## src/hw/rtl/spi_master_register_block_defines.svh

```systemverilog
// assertion macros for the spi master register block
`ifndef SPI_MASTER_REGISTER_BLOCK_DEFINES_SVH
`define SPI_MASTER_REGISTER_BLOCK_DEFINES_SVH

// same-cycle implication, disabled during reset
`define SMRB_ASSERT_IMP(name, clk, rst_n, ante, cons) \
  name: assert property (@(posedge clk) disable iff (!rst_n) (ante) |-> (cons)) \
    else $error("smrb check failed");

// next-cycle implication, disabled during reset
`define SMRB_ASSERT_NXT(name, clk, rst_n, ante, cons) \
  name: assert property (@(posedge clk) disable iff (!rst_n) (ante) |=> (cons)) \
    else $error("smrb check failed");

`endif

```

## src/hw/rtl/smrb_pkg.sv

```systemverilog
// types and constants shared by the spi master register block
package smrb_pkg;

  typedef struct packed {
    logic        req_type;
    logic [11:0] addr;
    logic [31:0] write_data;
    logic [7:0]  miso_byte;
  } req_t;

  typedef struct packed {
    logic [31:0] read_data;
    logic        access_error;
    logic        xfer_valid;
    logic [7:0]  mosi_byte;
    logic        irq_line;
    logic [3:0]  cs_n;
  } rsp_t;

  // request kinds
  localparam logic REQ_READ  = 1'b0;
  localparam logic REQ_WRITE = 1'b1;

  // register offsets
  localparam logic [11:0] ADDR_CR1    = 12'h000;
  localparam logic [11:0] ADDR_CR2    = 12'h004;
  localparam logic [11:0] ADDR_SR     = 12'h008;
  localparam logic [11:0] ADDR_DR     = 12'h00C;
  localparam logic [11:0] ADDR_CSCTRL = 12'h010;

  // writable bit masks
  localparam logic [7:0] CR1_MASK    = 8'h44;
  localparam logic [7:0] CR2_MASK    = 8'hF0;
  localparam logic [7:0] CSCTRL_MASK = 8'hFF;

  // bit positions
  localparam int unsigned CR1_SPE    = 6;
  localparam int unsigned CR1_MSTR   = 2;
  localparam int unsigned CR2_TXEIE  = 7;
  localparam int unsigned CR2_RXNEIE = 6;
  localparam int unsigned CR2_ERRIE  = 5;
  localparam int unsigned SR_OVR     = 3;
  localparam int unsigned SR_UDR     = 2;
  localparam int unsigned SR_TXE     = 1;
  localparam int unsigned SR_RXNE    = 0;

  localparam int unsigned MAX_CS = 4;

endpackage

```

## src/hw/rtl/smrb_if.sv

```systemverilog
// valid/ready channel interfaces for requests and responses
interface smrb_req_if;
  logic        valid;
  logic        ready;
  logic        req_type;
  logic [11:0] addr;
  logic [31:0] write_data;
  logic [7:0]  miso_byte;

  modport source (output valid, req_type, addr, write_data, miso_byte, input ready);
  modport sink   (input valid, req_type, addr, write_data, miso_byte, output ready);
endinterface

interface smrb_rsp_if;
  logic        valid;
  logic        ready;
  logic [31:0] read_data;
  logic        access_error;
  logic        xfer_valid;
  logic [7:0]  mosi_byte;
  logic        irq_line;
  logic [3:0]  cs_n;

  modport source (output valid, read_data, access_error, xfer_valid, mosi_byte,
                  irq_line, cs_n, input ready);
  modport sink   (input valid, read_data, access_error, xfer_valid, mosi_byte,
                  irq_line, cs_n, output ready);
endinterface

```

## src/hw/rtl/spi_master_register_block.sv

```systemverilog
// top level of the spi master register block
// register-mapped spi master: each request transfer is one 32-bit bus read or write to
// CR1 (0x00), CR2 (0x04), SR (0x08), DR (0x0C) or CSCTRL (0x10), and gives exactly one
// response transfer with read data, access error, the bus byte if one was shifted, the
// interrupt level and the active-low chip selects. a request is registered on entry and
// its response is registered on exit, and one request is taken every cycle while the
// response side keeps up; the register update itself is one pass of decode logic between
// those two registers. a DR write when enabled as master, with no byte held, sends its
// byte in the same access and takes miso_byte as the received byte if the receive
// register is empty. there is no clearing pass after reset.
`include "spi_master_register_block_defines.svh"

module spi_master_register_block #(
  parameter int unsigned NUM_CHIP_SELECTS = 4
) (
  input  logic       clk_i,
  input  logic       rst_ni,
  smrb_req_if.sink   req_i,
  smrb_rsp_if.source rsp_o
);
  import smrb_pkg::*;

  req_t req_in;
  req_t req_q;
  rsp_t rsp_next;
  rsp_t rsp_q;
  logic in_valid;
  logic out_free;
  logic take;      // item moves from input register into result register

  // pack the request channel
  assign req_in.req_type   = req_i.req_type;
  assign req_in.addr       = req_i.addr;
  assign req_in.write_data = req_i.write_data;
  assign req_in.miso_byte  = req_i.miso_byte;

  assign take = in_valid && out_free;

  smrb_in_stage u_in (
    .clk_i   (clk_i),
    .rst_ni  (rst_ni),
    .valid_i (req_i.valid),
    .ready_o (req_i.ready),
    .req_i   (req_in),
    .take_i  (take),
    .valid_o (in_valid),
    .req_o   (req_q)
  );

  // state changes only when the item is handed on
  smrb_core #(
    .NumChipSelects (NUM_CHIP_SELECTS)
  ) u_core (
    .clk_i  (clk_i),
    .rst_ni (rst_ni),
    .fire_i (take),
    .req_i  (req_q),
    .rsp_o  (rsp_next)
  );

  smrb_out_stage u_out (
    .clk_i   (clk_i),
    .rst_ni  (rst_ni),
    .load_i  (take),
    .rsp_i   (rsp_next),
    .free_o  (out_free),
    .valid_o (rsp_o.valid),
    .ready_i (rsp_o.ready),
    .rsp_o   (rsp_q)
  );

  // unpack the response channel
  assign rsp_o.read_data    = rsp_q.read_data;
  assign rsp_o.access_error = rsp_q.access_error;
  assign rsp_o.xfer_valid   = rsp_q.xfer_valid;
  assign rsp_o.mosi_byte    = rsp_q.mosi_byte;
  assign rsp_o.irq_line     = rsp_q.irq_line;
  assign rsp_o.cs_n         = rsp_q.cs_n;

  // a handed-on item always shows up as a response next cycle
  `SMRB_ASSERT_NXT(a_take_gives_rsp, clk_i, rst_ni, take, rsp_o.valid)
  // a waiting request is not lost while the response side stalls
  `SMRB_ASSERT_NXT(a_in_holds, clk_i, rst_ni, in_valid && !take, in_valid)
  // a bus transfer only comes from a good write, which returns no data
  `SMRB_ASSERT_IMP(a_xfer_clean, clk_i, rst_ni, rsp_o.valid && rsp_o.xfer_valid,
    !rsp_o.access_error && (rsp_o.read_data == 32'd0))
endmodule

```

## src/hw/rtl/smrb_in_stage.sv

```systemverilog
// request input register
module smrb_in_stage (
  input  logic          clk_i,
  input  logic          rst_ni,
  input  logic          valid_i,
  output logic          ready_o,
  input  smrb_pkg::req_t req_i,
  input  logic          take_i,
  output logic          valid_o,
  output smrb_pkg::req_t req_o
);
  import smrb_pkg::*;

  logic valid_q, valid_d;
  req_t req_q;
  logic load;

  assign ready_o = !valid_q || take_i;
  assign load    = valid_i && ready_o;
  assign valid_d = load || (valid_q && !take_i);

  always_ff @(posedge clk_i or negedge rst_ni) begin
    if (!rst_ni) begin
      valid_q <= 1'b0;
    end else begin
      valid_q <= valid_d;
    end
  end

  always_ff @(posedge clk_i) begin
    if (load) begin
      req_q <= req_i;
    end
  end

  assign valid_o = valid_q;
  assign req_o   = req_q;
endmodule

```

## src/hw/rtl/smrb_core.sv

```systemverilog
// register file, status flags and access decode
module smrb_core #(
  parameter int unsigned NumChipSelects = 4
) (
  input  logic           clk_i,
  input  logic           rst_ni,
  input  logic           fire_i,
  input  smrb_pkg::req_t req_i,
  output smrb_pkg::rsp_t rsp_o
);
  import smrb_pkg::*;

  logic [7:0] cr1_q, cr1_d;
  logic [7:0] cr2_q, cr2_d;
  logic [7:0] csc_q, csc_d;
  logic       ovr_q, ovr_d;
  logic       udr_q, udr_d;
  logic       tx_held_q, tx_held_d;   // tx empty flag is its inverse
  logic       rx_held_q, rx_held_d;   // rx not empty flag is the same bit
  logic [7:0] rx_byte_q, rx_byte_d;
  logic       bad_addr;
  logic       master_en;
  logic       is_write;
  logic [3:0] status;
  rsp_t       rsp;

  assign bad_addr  = (req_i.addr > ADDR_CSCTRL) || (req_i.addr[1:0] != 2'b00);
  assign master_en = cr1_q[CR1_SPE] && cr1_q[CR1_MSTR];
  assign is_write  = (req_i.req_type == REQ_WRITE);

  always_comb begin
    status          = '0;
    status[SR_OVR]  = ovr_q;
    status[SR_UDR]  = udr_q;
    status[SR_TXE]  = !tx_held_q;
    status[SR_RXNE] = rx_held_q;
  end

  always_comb begin
    cr1_d     = cr1_q;
    cr2_d     = cr2_q;
    csc_d     = csc_q;
    ovr_d     = ovr_q;
    udr_d     = udr_q;
    tx_held_d = tx_held_q;
    rx_held_d = rx_held_q;
    rx_byte_d = rx_byte_q;
    rsp       = '0;

    priority if (bad_addr) begin
      rsp.access_error = 1'b1;
    end else if (!is_write) begin
      unique case (req_i.addr)
        ADDR_CR1:    rsp.read_data = {24'd0, cr1_q};
        ADDR_CR2:    rsp.read_data = {24'd0, cr2_q};
        ADDR_SR:     rsp.read_data = {28'd0, status};
        ADDR_DR: begin
          if (rx_held_q) begin
            rsp.read_data = {24'd0, rx_byte_q};
            rx_held_d     = 1'b0;
          end else begin
            udr_d = 1'b1;
          end
        end
        default:     rsp.read_data = {24'd0, csc_q};
      endcase
    end else begin
      unique case (req_i.addr)
        ADDR_CR1: cr1_d = req_i.write_data[7:0] & CR1_MASK;
        ADDR_CR2: cr2_d = req_i.write_data[7:0] & CR2_MASK;
        ADDR_SR: begin
          if (req_i.write_data[SR_OVR]) ovr_d = 1'b0;
          if (req_i.write_data[SR_UDR]) udr_d = 1'b0;
        end
        ADDR_DR: begin
          if (tx_held_q) begin
            ovr_d = 1'b1;
          end else if (master_en) begin
            // byte goes straight out, slave byte comes back
            rsp.xfer_valid = 1'b1;
            rsp.mosi_byte  = req_i.write_data[7:0];
            if (rx_held_q) begin
              ovr_d = 1'b1;
            end else begin
              rx_held_d = 1'b1;
              rx_byte_d = req_i.miso_byte;
            end
          end else begin
            tx_held_d = 1'b1;
          end
        end
        default:  csc_d = req_i.write_data[7:0] & CSCTRL_MASK;
      endcase
    end

    // interrupt and chip selects reflect the state after this access
    rsp.irq_line = (cr2_d[CR2_TXEIE] && !tx_held_d) ||
                   (cr2_d[CR2_RXNEIE] && rx_held_d) ||
                   (cr2_d[CR2_ERRIE] && (ovr_d || udr_d));
    for (int i = 0; i < MAX_CS; i++) begin
      rsp.cs_n[i] = !((i < NumChipSelects) && csc_d[i] && csc_d[i + MAX_CS]);
    end
  end

  always_ff @(posedge clk_i or negedge rst_ni) begin
    if (!rst_ni) begin
      cr1_q     <= '0;
      cr2_q     <= '0;
      csc_q     <= '0;
      ovr_q     <= 1'b0;
      udr_q     <= 1'b0;
      tx_held_q <= 1'b0;
      rx_held_q <= 1'b0;
    end else if (fire_i) begin
      cr1_q     <= cr1_d;
      cr2_q     <= cr2_d;
      csc_q     <= csc_d;
      ovr_q     <= ovr_d;
      udr_q     <= udr_d;
      tx_held_q <= tx_held_d;
      rx_held_q <= rx_held_d;
    end
  end

  always_ff @(posedge clk_i) begin
    if (fire_i) begin
      rx_byte_q <= rx_byte_d;
    end
  end

  assign rsp_o = rsp;
endmodule

```

## src/hw/rtl/smrb_out_stage.sv

```systemverilog
// response output register
module smrb_out_stage (
  input  logic           clk_i,
  input  logic           rst_ni,
  input  logic           load_i,
  input  smrb_pkg::rsp_t rsp_i,
  output logic           free_o,
  output logic           valid_o,
  input  logic           ready_i,
  output smrb_pkg::rsp_t rsp_o
);
  import smrb_pkg::*;

  logic valid_q, valid_d;
  rsp_t rsp_q;

  assign free_o  = !valid_q || ready_i;
  assign valid_d = load_i || (valid_q && !ready_i);

  always_ff @(posedge clk_i or negedge rst_ni) begin
    if (!rst_ni) begin
      valid_q <= 1'b0;
    end else begin
      valid_q <= valid_d;
    end
  end

  always_ff @(posedge clk_i) begin
    if (load_i) begin
      rsp_q <= rsp_i;
    end
  end

  assign valid_o = valid_q;
  assign rsp_o   = rsp_q;
endmodule

```

## src/flat_wrapper.sv

```systemverilog
// flat-port wrapper written by rule: the top's interface ports become plain ports
module spi_master_register_block_flat import smrb_pkg::*;
#(
  parameter int unsigned NUM_CHIP_SELECTS = 4
)
  (clk_i, rst_ni, req_i_valid, req_i_req_type, req_i_addr, req_i_write_data, req_i_miso_byte, req_i_ready, rsp_o_valid, rsp_o_read_data, rsp_o_access_error, rsp_o_xfer_valid, rsp_o_mosi_byte, rsp_o_irq_line, rsp_o_cs_n, rsp_o_ready);
  smrb_req_if req_i_i ();
  smrb_rsp_if rsp_o_i ();
  input  logic clk_i;
  input  logic rst_ni;
  input wire logic [$bits(req_i_i.valid)-1:0] req_i_valid;
  input wire logic [$bits(req_i_i.req_type)-1:0] req_i_req_type;
  input wire logic [$bits(req_i_i.addr)-1:0] req_i_addr;
  input wire logic [$bits(req_i_i.write_data)-1:0] req_i_write_data;
  input wire logic [$bits(req_i_i.miso_byte)-1:0] req_i_miso_byte;
  output wire logic [$bits(req_i_i.ready)-1:0] req_i_ready;
  output wire logic [$bits(rsp_o_i.valid)-1:0] rsp_o_valid;
  output wire logic [$bits(rsp_o_i.read_data)-1:0] rsp_o_read_data;
  output wire logic [$bits(rsp_o_i.access_error)-1:0] rsp_o_access_error;
  output wire logic [$bits(rsp_o_i.xfer_valid)-1:0] rsp_o_xfer_valid;
  output wire logic [$bits(rsp_o_i.mosi_byte)-1:0] rsp_o_mosi_byte;
  output wire logic [$bits(rsp_o_i.irq_line)-1:0] rsp_o_irq_line;
  output wire logic [$bits(rsp_o_i.cs_n)-1:0] rsp_o_cs_n;
  input wire logic [$bits(rsp_o_i.ready)-1:0] rsp_o_ready;
  assign req_i_i.valid = req_i_valid;
  assign req_i_i.req_type = req_i_req_type;
  assign req_i_i.addr = req_i_addr;
  assign req_i_i.write_data = req_i_write_data;
  assign req_i_i.miso_byte = req_i_miso_byte;
  assign req_i_ready = req_i_i.ready;
  assign rsp_o_valid = rsp_o_i.valid;
  assign rsp_o_read_data = rsp_o_i.read_data;
  assign rsp_o_access_error = rsp_o_i.access_error;
  assign rsp_o_xfer_valid = rsp_o_i.xfer_valid;
  assign rsp_o_mosi_byte = rsp_o_i.mosi_byte;
  assign rsp_o_irq_line = rsp_o_i.irq_line;
  assign rsp_o_cs_n = rsp_o_i.cs_n;
  assign rsp_o_i.ready = rsp_o_ready;
  spi_master_register_block #(.NUM_CHIP_SELECTS(NUM_CHIP_SELECTS)) u_core (.clk_i(clk_i), .rst_ni(rst_ni), .req_i(req_i_i), .rsp_o(rsp_o_i));
endmodule
```

## config.mk

```make
export PLATFORM = sky130hd
export DESIGN_NAME = spi_master_register_block_flat
export DESIGN_NICKNAME = d
export VERILOG_FILES = /design/src/hw/rtl/smrb_pkg.sv /design/src/hw/rtl/smrb_if.sv /design/src/hw/rtl/spi_master_register_block.sv /design/src/hw/rtl/smrb_in_stage.sv /design/src/hw/rtl/smrb_core.sv /design/src/hw/rtl/smrb_out_stage.sv /design/src/flat_wrapper.sv
export VERILOG_INCLUDE_DIRS = /design/src /design/src/hw/rtl
export SDC_FILE = /design/constraint.sdc
export NUM_CORES = 1
export LEC_CHECK = 0
export ABC_CLOCK_PERIOD_IN_PS = 3900
export BUFFER_PORTS_ARGS = -buffer_cell sky130_fd_sc_hd__buf_2
export CAP_MARGIN = 20
export CELL_PAD_IN_SITES_DETAIL_PLACEMENT = 0
export CELL_PAD_IN_SITES_GLOBAL_PLACEMENT = 1
export CORE_UTILIZATION = 25
export CTS_CLUSTER_SIZE = 28
export DETAILED_ROUTE_END_ITERATION = 7
export PLACE_DENSITY_LB_ADDON = 0.08
export SETUP_SLACK_MARGIN = 0.5
export SYNTH_ARGS = -nofsm -noshare
export SYNTH_HDL_FRONTEND = slang
export SYNTH_SLANG_ARGS = --single-unit
export TNS_END_PERCENT = 1
```

## constraint.sdc

```tcl
create_clock -name clk_i -period 3.9 [get_ports clk_i]
set_input_delay 0.78 -clock clk_i [delete_from_list [all_inputs] [get_ports clk_i]]
set_output_delay 0.78 -clock clk_i [all_outputs]
set_load 0.02 [all_outputs]
```

==> out/qor.yml <==
global_route:
  overflow: 0
  track_usage_pct: 11.53
  grt_pass1_vias: 2006
  antenna_found_initial: 0
  grt_start_max_net_pins: 30
  grt_pass1_wl_um: 11820
worst_setup_path:
  crit_required_ns: 3.89
  crit_chain: "nor4_4, nand4_1, nor4_1, buf_4, and3_1"
  worstPathArrival_ns: 2.33
  critPathSlowestCell: "and3_1"
  worst-setup-path-type: "flip-flop to flip-flop"
  start_kind: "flip-flop"
  critPathMaxStageDelay_ns: 0.44
  critPathCaptureType: "flip-flop"
  crit_fanout: 11
power_and_ir_drop:
  power_uw: 1869
  swShare_pct: 24.07
  netSwitchingPower_uw: 449.9
  seq_power_share_pct: 52.9
  power_frac_comb_pct: 6.6
  p_int_uw: 1419
  leakagePower_uw: 0.001581
  p_per_area_mw_per_mm2: 450.4
  clockPowerShare_pct: 40.5
  vdd_drop_max_mv: 0.1947
sta:
  slew_viol_final: 0
  skew_ns: 0.005569
  hold_slack_ns: 0.3957
  final.setup.tns_ns: 0
  hold_violations: 0
  tightestPinTransition_ns: 0.5433
  fin_ws_ns: 1.568
  fmax_mhz: 428.9
  setup_viol: 0
  grt_setup_unrepaired: "no"
  fin_crit_ns: 2.332
  slew_headroom_pct: 63.75
  finalCritPeriodShare_pct: 59.79
place:
  dp_hpwl_um: 5040
  routabilityCongestion: 0.7428
  place.port_buffers: 57
  dp_slack_ns: 1.524
logic_synthesis:
  synth_top_family_by_area: "simple AND/OR/NAND/NOR gates"
  synth_seq_cells: 80
  synthMuxAreaShare_pct: 6.528
  ys_seq_area_share_pct: 66.00
  synth_edf_count: 60
  synthSimpleGateAreaFrac_pct: 13.63
  synth_cell_types: 46
  yosysTopAreaCellShare_pct: 51.65
  netlist_area_mm2: 0.003488
  yosys.area_share.adder_pct: 0
  synth_top_cell_by_area: "edfxtp_1"
  synthXorXnorAreaFrac_pct: 0
  ys.warnings.count: 0
  postSynthCellCount: 246
  yosys_most_used_dff: "edfxtp_1"
  syn_avg_cell_area_um2: 14.18
  synth_compound_area_share_pct: 7.066
  ys_async_sr_fraction_pct: 25.00
  synth.top_cells.by_area: "edfxtp_1 (52%), dfrtp_1 (14%), buf_4 (5.2%)"
cells_and_area:
  final_layout_size_suffix_gt1_share_pct: 32.27
  area_growth_pct: 18.94
  n_antenna_cell: 0
  nNetsFinal: 365
  final_core_util_pct: 30.96
  nFillCells: 1342
clock_tree:
  cts_sinks: 80
  post-cts-setup-buffers: 0
  cts_hold_buf: 0
  clock_latency_ns: 0.34
  cts.path.max_buffers: 2
  cts-htree-levels: 3
  cts_root_buf: "clkbuf_16"
  numCtsBuffers: 9
  tritoncts: "yes"
  cts_resized: 0
  cts.clk_slew.worst_paths_ns: 0.06
drt:
  wire_per_inst_um: 15.22
  drt_iter0_drc: 48
  drcViolationCount: 0
  ant_nets: 0
  vias: 1993
  routed_wl_um: 7445
  firstDrtPassIters: 4
  avgViaCountPerCell: 4.076
run:
  max-cap-violations: 0
floorplanning:
  core-area_mm2: 0.01340
  die_x_um: 120.1
  initial_core_util_pct: 26.03
  die_h_um: 120.1
  die_area_mm2: 0.01443
  row_count: 42
  ios: 106
worst_hold_path:
  worst_hold_path_type: "input pin to asynchronous set/reset pin"
status:
  status: "finished clean"
[cell type report]
cell class / count / area (µm²) / share of cell area, %
Inverter: 4 / 15.01 / 0.3619
Timing Repair Buffer: 60 / 307.8 / 7.419
Multi-Input combinational cell: 153 / 1040 / 25.06
Clock inverter: 7 / 38.79 / 0.9349
Tap cell: 176 / 220.2 / 5.308
Clock buffer: 9 / 225.2 / 5.428
Sequential cell: 80 / 2302 / 55.49
[kinds of logic (layout without fill, tap and decap cells)]
logic type      after synthesis  in the layout
simple gates                 75             75
flops                        80             80
mux                          18             18
other cells                   1             24
buf+inv                      36             80
compound gates               36             36
[synth_stat cells (2+ instances only)]
master	count
a211oi_2	2
a21oi_1	7
a31oi_1	6
and2_1	10
buf_2	6
buf_4	24
dfrtp_1	20
edfxtp_1	60
inv_1	4
mux2_2	6
mux2_4	8
mux2i_1	4
nand2_1	26
nand2b_1	4
nand3_1	2
nor2_1	10
nor2b_1	3
nor3_1	2
nor4_1	2
nor4_4	3
o21a_1	2
o21ai_0	10
o31ai_1	2
[per-stage QoR]
| step | area [µm²] | instances |
|---|---|---|
| 2_1_floorplan | 3575 | 269 |
| 6_report | 4149 | 489 |
| 5_1_grt | 4149 | 489 |
| 3_5_place_dp | 3885 | 473 |
| 3_3_place_gp | 3885 | 473 |
| 4_1_cts | 4149 | 489 |
[routing by layer]
layer	vias to the layer above	global-route usage, %	share of wire [%]
met2	57	16.95	45
met5	-	0	0
met3	13	2.757	3.7
met4	0	7.031	2.6
met1	943	15.22	49
li1	980	-	-
[path summary, 6_finish.rpt]
| kind | from | end | slack (ns) | depth (start not counted) |
|---|---|---|---|---|
| max in group asynchronous | rst_ni | u_core.u_core.csc_q[5] | 3.17 | 1 |
| min | rst_ni | u_core.u_core.ovr_q | 0.40 | 1 |
| min in group clk_i | u_core.u_in.req_o[0] | u_core.u_core.rx_byte_q[0] | 0.42 | 0 |
| max reg2reg | u_core.u_in.req_o[50] | u_core.u_core.rx_byte_q[6] | 1.57 | 5 |
| min reg2reg | u_core.u_in.req_o[0] | u_core.u_core.rx_byte_q[0] | 0.42 | 0 |
| max | u_core.u_in.req_o[50] | u_core.u_core.rx_byte_q[6] | 1.57 | 5 |
[power groups by stage]
stage          logic (µW)  registers (µW)  clock network, µW
4_1_cts               127             990                790
3_3_place_gp          126            1010                  0
5_1_grt               137             994                823
2_1_floorplan        85.4            1010                  0
6_report              123             988                757
3_5_place_dp          127            1010                  0
[flip-flops by register name (all words and copies together), names as in the netlist]
name,count
u_core.u_core.csc_q,8
u_core.u_in.req_o,29
u_core.u_core.udr_q,1
u_core.u_core.rx_byte_q,8
u_core.u_out.valid_o,1
u_core.u_core.rx_held_q,1
u_core.u_in.valid_o,1
u_core.u_core.ovr_q,1
u_core.u_core.tx_held_q,1
u_core.u_core.cr2_q,4
u_core.u_out.rsp_o,23
u_core.u_core.cr1_q,2
[worst max-delay path: cells and delay by family (launching register included)]
family                 cells  cell delay, ns
buffers and inverters      1            0.25
and+or+nand+nor            4            1.33
DFF                        1            0.41
[cells in the final DEF, fill, tap and decap left out, types with 6 or more instances in the layout]
master and count:
edfxtp_1 60, buf_2 57, nand2_1 26, conb_1 24
dfrtp_1 20, nor2_1 10, o21ai_0 10, and2_1 10
clkbuf_16 9, mux2_4 8, a21oi_1 7, a31oi_1 6
mux2_2 6
Power figures use the tool's default switching activity.
